==> src/rtl/core/bdq_pkg.sv <==
// Shared constants, opcodes and controller/datapath interface types for the
// bounded deque with search. No dependencies.
package bdq_pkg;

  // Store geometry
  localparam int unsigned DEPTH      = 16;
  localparam int unsigned DATA_WIDTH = 32;
  localparam int unsigned IDX_W      = $clog2(DEPTH);
  localparam int unsigned CNT_W      = $clog2(DEPTH + 1);

  // Port widths fixed by the word format
  localparam int unsigned OP_W  = 3;
  localparam int unsigned VAL_W = 32;
  localparam int unsigned OUT_CNT_W = 5;

  // Request opcodes
  localparam logic [OP_W-1:0] OP_PUSH_FRONT = 3'd0;
  localparam logic [OP_W-1:0] OP_PUSH_BACK  = 3'd1;
  localparam logic [OP_W-1:0] OP_POP_FRONT  = 3'd2;
  localparam logic [OP_W-1:0] OP_POP_BACK   = 3'd3;
  localparam logic [OP_W-1:0] OP_QUERY      = 3'd4;

  // Controller states, one-hot
  typedef enum logic [4:0] {
    S_IDLE = 5'b00001,
    S_EXEC = 5'b00010,
    S_POPW = 5'b00100,
    S_SCAN = 5'b01000,
    S_FIN  = 5'b10000
  } state_e;

  // Commands from controller to datapath
  typedef struct packed {
    logic capture;     // latch request word, clear result
    logic push;        // write value at front or back, update ring
    logic pop_rd;      // issue read of the entry to be popped
    logic pop_commit;  // take read data as popped value, update ring
    logic scan_start;  // read first stored entry for a query
    logic scan_step;   // read next stored entry
    logic set_err;     // flag request as failed
    logic set_found;   // flag query as hit
    logic out_load;    // move result into output register
  } cmd_t;

  // Status from datapath to controller
  typedef struct packed {
    logic [OP_W-1:0] op;
    logic            full;
    logic            empty;
    logic            match;
    logic            last;
    logic            out_free;
  } status_t;

endpackage

==> src/rtl/core/bounded_deque_with_search.sv <==
// Bounded deque with search: push and pop at both ends, membership query.
// Result path: pushes, failed requests and unknown opcodes pass through execute and finish;
// pops add a read-wait state, queries add a scan of k entries (0..16, one compared per cycle).
// One request in flight: the next is accepted only after the result enters the output register
// and the controller is back in idle; a result waits in finish while the output is not free.
// Reset (rst_ni low, async) empties the store; entries have no reset value.
module bounded_deque_with_search (
  input  logic                              clk_i,
  input  logic                              rst_ni,
  input  logic                              in_valid_i,
  output logic                              in_ready_o,
  input  logic [bdq_pkg::OP_W-1:0]          opcode_i,
  input  logic [bdq_pkg::VAL_W-1:0]         item_value_i,
  output logic                              out_valid_o,
  input  logic                              out_ready_i,
  output logic [bdq_pkg::VAL_W-1:0]         popped_value_o,
  output logic                              found_o,
  output logic                              now_empty_o,
  output logic [bdq_pkg::OUT_CNT_W-1:0]     entry_count_o,
  output logic                              error_o
);
  import bdq_pkg::*;

  cmd_t    cmd;
  status_t sts;

  bdq_ctrl u_ctrl (
    .clk_i      (clk_i),
    .rst_ni     (rst_ni),
    .in_valid_i (in_valid_i),
    .in_ready_o (in_ready_o),
    .sts_i      (sts),
    .cmd_o      (cmd)
  );

  bdq_dp u_dp (
    .clk_i          (clk_i),
    .rst_ni         (rst_ni),
    .cmd_i          (cmd),
    .sts_o          (sts),
    .opcode_i       (opcode_i),
    .item_value_i   (item_value_i),
    .out_valid_o    (out_valid_o),
    .out_ready_i    (out_ready_i),
    .popped_value_o (popped_value_o),
    .found_o        (found_o),
    .now_empty_o    (now_empty_o),
    .entry_count_o  (entry_count_o),
    .error_o        (error_o)
  );

endmodule

==> src/rtl/core/bdq_ctrl.sv <==
// Request sequencer for the bounded deque: steps each request through
// execute, pop read, query scan and result hand-off. Uses bdq_pkg.
module bdq_ctrl (
  input  logic             clk_i,
  input  logic             rst_ni,
  input  logic             in_valid_i,
  output logic             in_ready_o,
  input  bdq_pkg::status_t sts_i,
  output bdq_pkg::cmd_t    cmd_o
);
  import bdq_pkg::*;

  state_e state_q, state_d;

  // Next state and commands
  always_comb begin
    state_d = state_q;
    cmd_o   = '0;
    unique case (state_q)
      S_IDLE: begin
        if (in_valid_i) begin
          cmd_o.capture = 1'b1;
          state_d       = S_EXEC;
        end
      end
      S_EXEC: begin
        unique case (sts_i.op)
          OP_PUSH_FRONT, OP_PUSH_BACK: begin
            if (sts_i.full) begin
              cmd_o.set_err = 1'b1;
            end else begin
              cmd_o.push = 1'b1;
            end
            state_d = S_FIN;
          end
          OP_POP_FRONT, OP_POP_BACK: begin
            if (sts_i.empty) begin
              cmd_o.set_err = 1'b1;
              state_d       = S_FIN;
            end else begin
              cmd_o.pop_rd = 1'b1;
              state_d      = S_POPW;
            end
          end
          OP_QUERY: begin
            if (sts_i.empty) begin
              state_d = S_FIN;
            end else begin
              cmd_o.scan_start = 1'b1;
              state_d          = S_SCAN;
            end
          end
          default: begin
            state_d = S_FIN;
          end
        endcase
      end
      S_POPW: begin
        cmd_o.pop_commit = 1'b1;
        state_d          = S_FIN;
      end
      S_SCAN: begin
        priority if (sts_i.match) begin
          cmd_o.set_found = 1'b1;
          state_d         = S_FIN;
        end else if (sts_i.last) begin
          state_d = S_FIN;
        end else begin
          cmd_o.scan_step = 1'b1;
        end
      end
      S_FIN: begin
        if (sts_i.out_free) begin
          cmd_o.out_load = 1'b1;
          state_d        = S_IDLE;
        end
      end
      default: begin
        state_d = S_IDLE;
      end
    endcase
  end

  // State register
  always_ff @(posedge clk_i or negedge rst_ni) begin
    if (!rst_ni) begin
      state_q <= S_IDLE;
    end else begin
      state_q <= state_d;
    end
  end

  assign in_ready_o = (state_q == S_IDLE);

endmodule

==> src/rtl/core/bdq_dp.sv <==
// Datapath of the bounded deque: entry memory, ring pointers, request and
// result registers and the output register. Uses bdq_pkg.
module bdq_dp (
  input  logic                              clk_i,
  input  logic                              rst_ni,
  input  bdq_pkg::cmd_t                     cmd_i,
  output bdq_pkg::status_t                  sts_o,
  input  logic [bdq_pkg::OP_W-1:0]          opcode_i,
  input  logic [bdq_pkg::VAL_W-1:0]         item_value_i,
  output logic                              out_valid_o,
  input  logic                              out_ready_i,
  output logic [bdq_pkg::VAL_W-1:0]         popped_value_o,
  output logic                              found_o,
  output logic                              now_empty_o,
  output logic [bdq_pkg::OUT_CNT_W-1:0]     entry_count_o,
  output logic                              error_o
);
  import bdq_pkg::*;

  // Ring index helpers
  function automatic logic [IDX_W-1:0] ring_add(input logic [IDX_W-1:0] base,
                                                input logic [IDX_W-1:0] off);
    logic [IDX_W:0] s;
    s = {1'b0, base} + {1'b0, off};
    if (s >= (IDX_W+1)'(DEPTH)) begin
      s = s - (IDX_W+1)'(DEPTH);
    end
    return s[IDX_W-1:0];
  endfunction

  function automatic logic [IDX_W-1:0] ring_dec(input logic [IDX_W-1:0] idx);
    return (idx == '0) ? IDX_W'(DEPTH - 1) : idx - IDX_W'(1);
  endfunction

  logic [DATA_WIDTH-1:0] mem [DEPTH];
  logic [DATA_WIDTH-1:0] rd_data_q;
  logic [OP_W-1:0]       op_q;
  logic [DATA_WIDTH-1:0] val_q;
  logic [IDX_W-1:0]      front_q, front_d;
  logic [CNT_W-1:0]      count_q, count_d;
  logic [IDX_W-1:0]      scan_q, scan_d;
  logic                  res_err_q, res_found_q;
  logic [DATA_WIDTH-1:0] res_pop_q;
  logic                  out_valid_q, out_valid_d;
  logic [VAL_W-1:0]      out_pop_q;
  logic                  out_found_q, out_empty_q, out_err_q;
  logic [CNT_W-1:0]      out_count_q;

  logic                  is_front;
  logic                  full, empty;
  logic [IDX_W-1:0]      cnt_idx;
  logic [IDX_W-1:0]      wr_addr, rd_addr, pop_addr;
  logic                  rd_en;

  assign is_front = (op_q == OP_PUSH_FRONT) || (op_q == OP_POP_FRONT);
  assign full     = (count_q == CNT_W'(DEPTH));
  assign empty    = (count_q == '0);
  assign cnt_idx  = count_q[IDX_W-1:0];

  // Address selection
  assign wr_addr  = is_front ? ring_dec(front_q) : ring_add(front_q, cnt_idx);
  assign pop_addr = is_front ? front_q : ring_add(front_q, cnt_idx - IDX_W'(1));
  assign scan_d   = cmd_i.scan_start ? '0 : scan_q + IDX_W'(1);
  assign rd_addr  = cmd_i.pop_rd ? pop_addr : ring_add(front_q, scan_d);
  assign rd_en    = cmd_i.pop_rd || cmd_i.scan_start || cmd_i.scan_step;

  // Entry memory, one write and one registered read port
  always_ff @(posedge clk_i) begin
    if (cmd_i.push) begin
      mem[wr_addr] <= val_q;
    end
    if (rd_en) begin
      rd_data_q <= mem[rd_addr];
    end
  end

  // Ring pointer update
  always_comb begin
    front_d = front_q;
    count_d = count_q;
    if (cmd_i.push) begin
      if (is_front) begin
        front_d = wr_addr;
      end
      count_d = count_q + CNT_W'(1);
    end else if (cmd_i.pop_commit) begin
      if (is_front) begin
        front_d = ring_add(front_q, IDX_W'(1));
      end
      count_d = count_q - CNT_W'(1);
    end
  end

  always_ff @(posedge clk_i or negedge rst_ni) begin
    if (!rst_ni) begin
      front_q <= '0;
      count_q <= '0;
    end else begin
      front_q <= front_d;
      count_q <= count_d;
    end
  end

  // Request word, scan position and result under construction
  always_ff @(posedge clk_i) begin
    if (cmd_i.capture) begin
      op_q        <= opcode_i;
      val_q       <= item_value_i[DATA_WIDTH-1:0];
      res_err_q   <= 1'b0;
      res_found_q <= 1'b0;
      res_pop_q   <= '0;
    end else begin
      if (cmd_i.set_err) begin
        res_err_q <= 1'b1;
      end
      if (cmd_i.set_found) begin
        res_found_q <= 1'b1;
      end
      if (cmd_i.pop_commit) begin
        res_pop_q <= rd_data_q;
      end
    end
    if (cmd_i.scan_start || cmd_i.scan_step) begin
      scan_q <= scan_d;
    end
  end

  // Output register: hold the word until taken
  assign out_valid_d = cmd_i.out_load ? 1'b1 : (out_ready_i ? 1'b0 : out_valid_q);

  always_ff @(posedge clk_i or negedge rst_ni) begin
    if (!rst_ni) begin
      out_valid_q <= 1'b0;
    end else begin
      out_valid_q <= out_valid_d;
    end
  end

  always_ff @(posedge clk_i) begin
    if (cmd_i.out_load) begin
      out_pop_q   <= VAL_W'(res_pop_q);
      out_found_q <= res_found_q;
      out_empty_q <= empty;
      out_count_q <= count_q;
      out_err_q   <= res_err_q;
    end
  end

  assign sts_o.op       = op_q;
  assign sts_o.full     = full;
  assign sts_o.empty    = empty;
  assign sts_o.match    = (rd_data_q == val_q);
  assign sts_o.last     = ((CNT_W'(scan_q) + CNT_W'(1)) == count_q);
  assign sts_o.out_free = !out_valid_q || out_ready_i;

  assign out_valid_o    = out_valid_q;
  assign popped_value_o = out_pop_q;
  assign found_o        = out_found_q;
  assign now_empty_o    = out_empty_q;
  assign entry_count_o  = OUT_CNT_W'(out_count_q);
  assign error_o        = out_err_q;

  // Checks
  a_count_bound: assert property (@(posedge clk_i) disable iff (!rst_ni)
    count_q <= CNT_W'(DEPTH))
    else $error("entry count above depth");

  a_no_push_full: assert property (@(posedge clk_i) disable iff (!rst_ni)
    cmd_i.push |-> !full)
    else $error("push issued on full store");

  a_no_pop_empty: assert property (@(posedge clk_i) disable iff (!rst_ni)
    (cmd_i.pop_rd || cmd_i.pop_commit || cmd_i.scan_start) |-> !empty)
    else $error("read issued on empty store");

  a_count_hold: assert property (@(posedge clk_i) disable iff (!rst_ni)
    !(cmd_i.push || cmd_i.pop_commit) |=> $stable(count_q))
    else $error("entry count changed without push or pop");

  a_load_free: assert property (@(posedge clk_i) disable iff (!rst_ni)
    cmd_i.out_load |-> (!out_valid_q || out_ready_i))
    else $error("output word overwritten before taken");

endmodule
==> config.mk <==
export PLATFORM = sky130hd
export DESIGN_NAME = bounded_deque_with_search
export DESIGN_NICKNAME = d
export VERILOG_FILES = /design/src/rtl/core/bdq_pkg.sv /design/src/rtl/core/bounded_deque_with_search.sv /design/src/rtl/core/bdq_ctrl.sv /design/src/rtl/core/bdq_dp.sv
export SDC_FILE = /design/constraint.sdc
export NUM_CORES = 1
export LEC_CHECK = 0
export ABC_AREA = 1
export ABC_CLOCK_PERIOD_IN_PS = 3500
export BUFFER_PORTS_ARGS = -buffer_cell sky130_fd_sc_hd__buf_2
export CORE_UTILIZATION = 30
export CTS_BUF_LIST = sky130_fd_sc_hd__clkbuf_4
export CTS_CLUSTER_SIZE = 10
export DETAILED_ROUTE_END_ITERATION = 8
export PLACE_DENSITY = 0.51
export SLEW_MARGIN = 5
export SYNTH_ARGS = -nofsm -noshare
export SYNTH_HDL_FRONTEND = slang
export SYNTH_SLANG_ARGS = --single-unit
==> constraint.sdc <==
create_clock -name clk_i -period 3.5 [get_ports clk_i]
set_input_delay 0.525 -clock clk_i [delete_from_list [all_inputs] [get_ports clk_i]]
set_output_delay 0.525 -clock clk_i [all_outputs]
set_load 0.05 [all_outputs]
==> out/qor.yml <==
critical_path:
  cp_max_fo: 64
  arrival_ns: 3.99
  endpoint_kind: "flop"
  cp.required_ns: 4.26
  path_class: "reg2reg"
  cp-start-kind: "flop"
finish:
  syn_to_final_growth_pct: 18.7
  final_area_mm2: 0.0346
  layout.nets: 3002
  drive_gt1_share_pct: 16.9
  final_cell_mix: "623 x edfxtp_1, 564 x nand2_1, 517 x nand3_1"
  layout_commonest_cell: "edfxtp_1"
  finalNonFillerCells: 4333
cts:
  cts_root_buf: "clkbuf_4"
  clkTransAtPathRegs_ns: 0.06
  insertion_delay_ns: 1.01
  clk_path_buf_depth: 3
  cts.sinks: 672
  cts_made_buffers: 174
  htreeDepth: 4
  tritoncts: "done"
floorplan:
  dieArea_mm2: 0.0983
  fp.dieH_um: 313
  die_x_um: 313
  ios: 81
  core_area_mm2: 0.0956
  start_util_pct: 30.5
  num_rows: 113
route:
  wl_per_cell_um: 18.4
  first_pass_iters: 5
  wl_um: 79900
  drc: 0
  num_vias: 19600
  vias_per_cell: 4.53
  drt_iter0_drc: 1325
  ant_nets: 0
timing:
  rsz0062_at_grt: "no"
  fin_worst_skew_ns: 0.0573
  setup-tns-final_ns: 0
  clock.fmax_ghz: 0.309
  setup_viol: 0
  setup_slack_ns: 0.261
  period_share_pct: 92.5
  fin_crit_ns: 3.24
  slew_headroom_pct: 51.3
  hold_violations: 0
  slew_viol_final: 0
  tightest_slew_ns: 0.729
logic_synthesis:
  seq_area_frac_synth_pct: 67.9
  synth_edf_count: 623
  avgSynthCellArea_um2: 10.9
  synthesis.nets: 2734
  synth_seq_cells: 672
  syn-cell-area_mm2: 0.0291
  async_flop_share_pct: 2.23
  ys.flop_type: "edfxtp_1"
  synth_cell_types: 42
  syn_inst: 2673
  ys_warn_count: 0
placement:
  hpwl_um: 44700
  dp_cells: 3989
  io_buffers: 80
  gp_congestion: 0.773
  preCtsSetupSlack_ns: 0.170
  placed_cell_area_mm2: 0.0319
global_routing:
  grt_max_degree: 84
  grt_first_pass_wirelength_um: 120000
  antenna_found_initial: 3
  grt_overflow: 0
  grt_util_all_layers_pct: 16.4
  grt_pass1_vias: 19200
run_status:
  status: "finished, final reports clean"
worst_hold_path:
  hold_path_class: "in2reg"
power_and_ir_drop:
  powerDensity_mw_per_mm2: 727
  worst_ir_drop_vdd_mv: 0.615
  leakagePower_nw: 14.2
flow_run:
  maxCapViolCount: 0
==> path summary, 6_finish.rpt <==
check / startpoint / to / slack, ns / cells after the start
setup / recovery: u_dp.count_q[1] / u_dp.rd_data_q[23] / 0.26 / 15
hold / removal: item_value_i[19] / u_dp.val_q[19] / 0.22 / 2
setup reg to reg: u_dp.count_q[1] / u_dp.rd_data_q[23] / 0.26 / 15
hold reg to reg: u_dp.res_pop_q[26] / u_dp.popped_value_o[26] / 0.43 / 0
max in group asynchronous: rst_ni / u_dp.front_q[1] / 1.74 / 4
min in group asynchronous: rst_ni / u_ctrl.state_q[0] / 0.59 / 3
==> stage by stage <==
| step | total power, W | utilization (%) | hold slack [ns] |
|---|---|---|---|
| finish | 0.0251 | 36.2 | 0.221 |
| global route | 0.0267 | 36.2 | 0.115 |
| CTS | 0.0255 | 36.1 | 0.0794 |
| detailed placement | 0.0184 | 33.3 | 0.416 |
| global placement | 0.0184 | 33.3 | 0.415 |
| floorplan | 0.0154 | - | 0.229 |
==> critical path: stages, from the launching register on <==
cell,delay [ns]
dfrtp_1,0.37
inv_1,0.12
ha_1,0.23
nand3_4,0.16
nand3_2,0.17
inv_2,0.07
nor2_1,0.17
ha_1,0.22
fa_1,0.48
nand2_1,0.14
o21ai_4,0.10
buf_12,0.23
nand3_1,0.17
nand3_1,0.13
nand3_1,0.10
nand2_1,0.05
==> final cells by class <==
class / instances / area, µm²
Fill cell: 9611 / 61000
Tap cell: 1265 / 1580
Clock inverter: 33 / 244
Sequential cell: 672 / 19800
Inverter: 497 / 1870
Multi-Input combinational cell: 1379 / 7020
Antenna cell: 2 / 5.00
Clock buffer: 268 / 2010
Timing Repair Buffer: 217 / 2060
==> kinds of logic after synthesis <==
group | Yosys count | synth area share (%)
DFF | 672 | 67.9
AOI/OAI and AO/OA | 72 | 1.30
xor gates and xnor gates | 37 | 1.11
adders and majority gates | 22 | 1.05
and+or+nand+nor | 1248 | 19.9
buffers and inverters | 622 | 8.72
==> flip-flops by register name (all words and copies together), names as in the netlist <==
| signal | count |
|---|---|
| u_dp.entry_count_o | 5 |
| u_dp.val_q | 32 |
| u_dp.count_q | 5 |
| u_dp.found_o | 1 |
| u_dp.scan_q | 4 |
| u_dp.res_err_q | 1 |
| u_dp.now_empty_o | 1 |
| u_dp.mem | 512 |
| u_dp.rd_data_q | 32 |
| u_dp.front_q | 4 |
| u_dp.res_pop_q | 32 |
| u_ctrl.state_q | 5 |
| u_dp.popped_value_o | 32 |
| u_dp.out_valid_o | 1 |
| u_dp.res_found_q | 1 |
| u_dp.error_o | 1 |
| u_dp.op_q | 3 |
==> cells in the mapped netlist, drive strengths merged (2+ instances only) <==
library cell / n / share of area (%)
nor3: 3 / 0.052
clkbuf: 17 / 0.22
xor2: 13 / 0.39
nor4: 2 / 0.043
dfrtp: 14 / 1.2
dfxtp: 34 / 2.3
fa: 4 / 0.28
nand2: 572 / 7.4
nor2: 57 / 0.89
ha: 18 / 0.77
or2: 8 / 0.17
inv: 497 / 6.4
nand4: 6 / 0.20
nand3b: 77 / 2.0
o211ai: 2 / 0.052
o21ai: 27 / 0.48
xnor2: 24 / 0.72
a21oi: 39 / 0.67
nand3: 522 / 9.1
edfxtp: 623 / 64
buf: 108 / 2.1
==> metal layers <==
layer | wire length, µm | vias up | global-route usage (%)
met3 | 4160 | 119 | 3.21
met2 | 37900 | 528 | 27.1
met1 | 36300 | 9493 | 21.8
met5 | 17 | - | 0
met4 | 1510 | 2 | 5.10
li1 | - | 9494 | -
==> where the power goes <==
| group | total (W) | internal [W] | leakage, nW | switching, W |
|---|---|---|---|---|
| logic | 0.00830 | 0.00266 | 6.76 | 0.00564 |
| clock network | 0.00689 | 0.00375 | 1.35 | 0.00315 |
| registers | 0.00994 | 0.00959 | 6.09 | 0.000349 |
| total | 0.0251 | 0.0160 | 14.2 | 0.00914 |
==> timing repair <==
item	CTS	global route
hold endpoints to repair	54	0
setup buffers	0	1
resized for setup	0	3
endpoints found under the setup margin	0	32
hold buffers	40	0
Power figures use the tool's default switching activity.
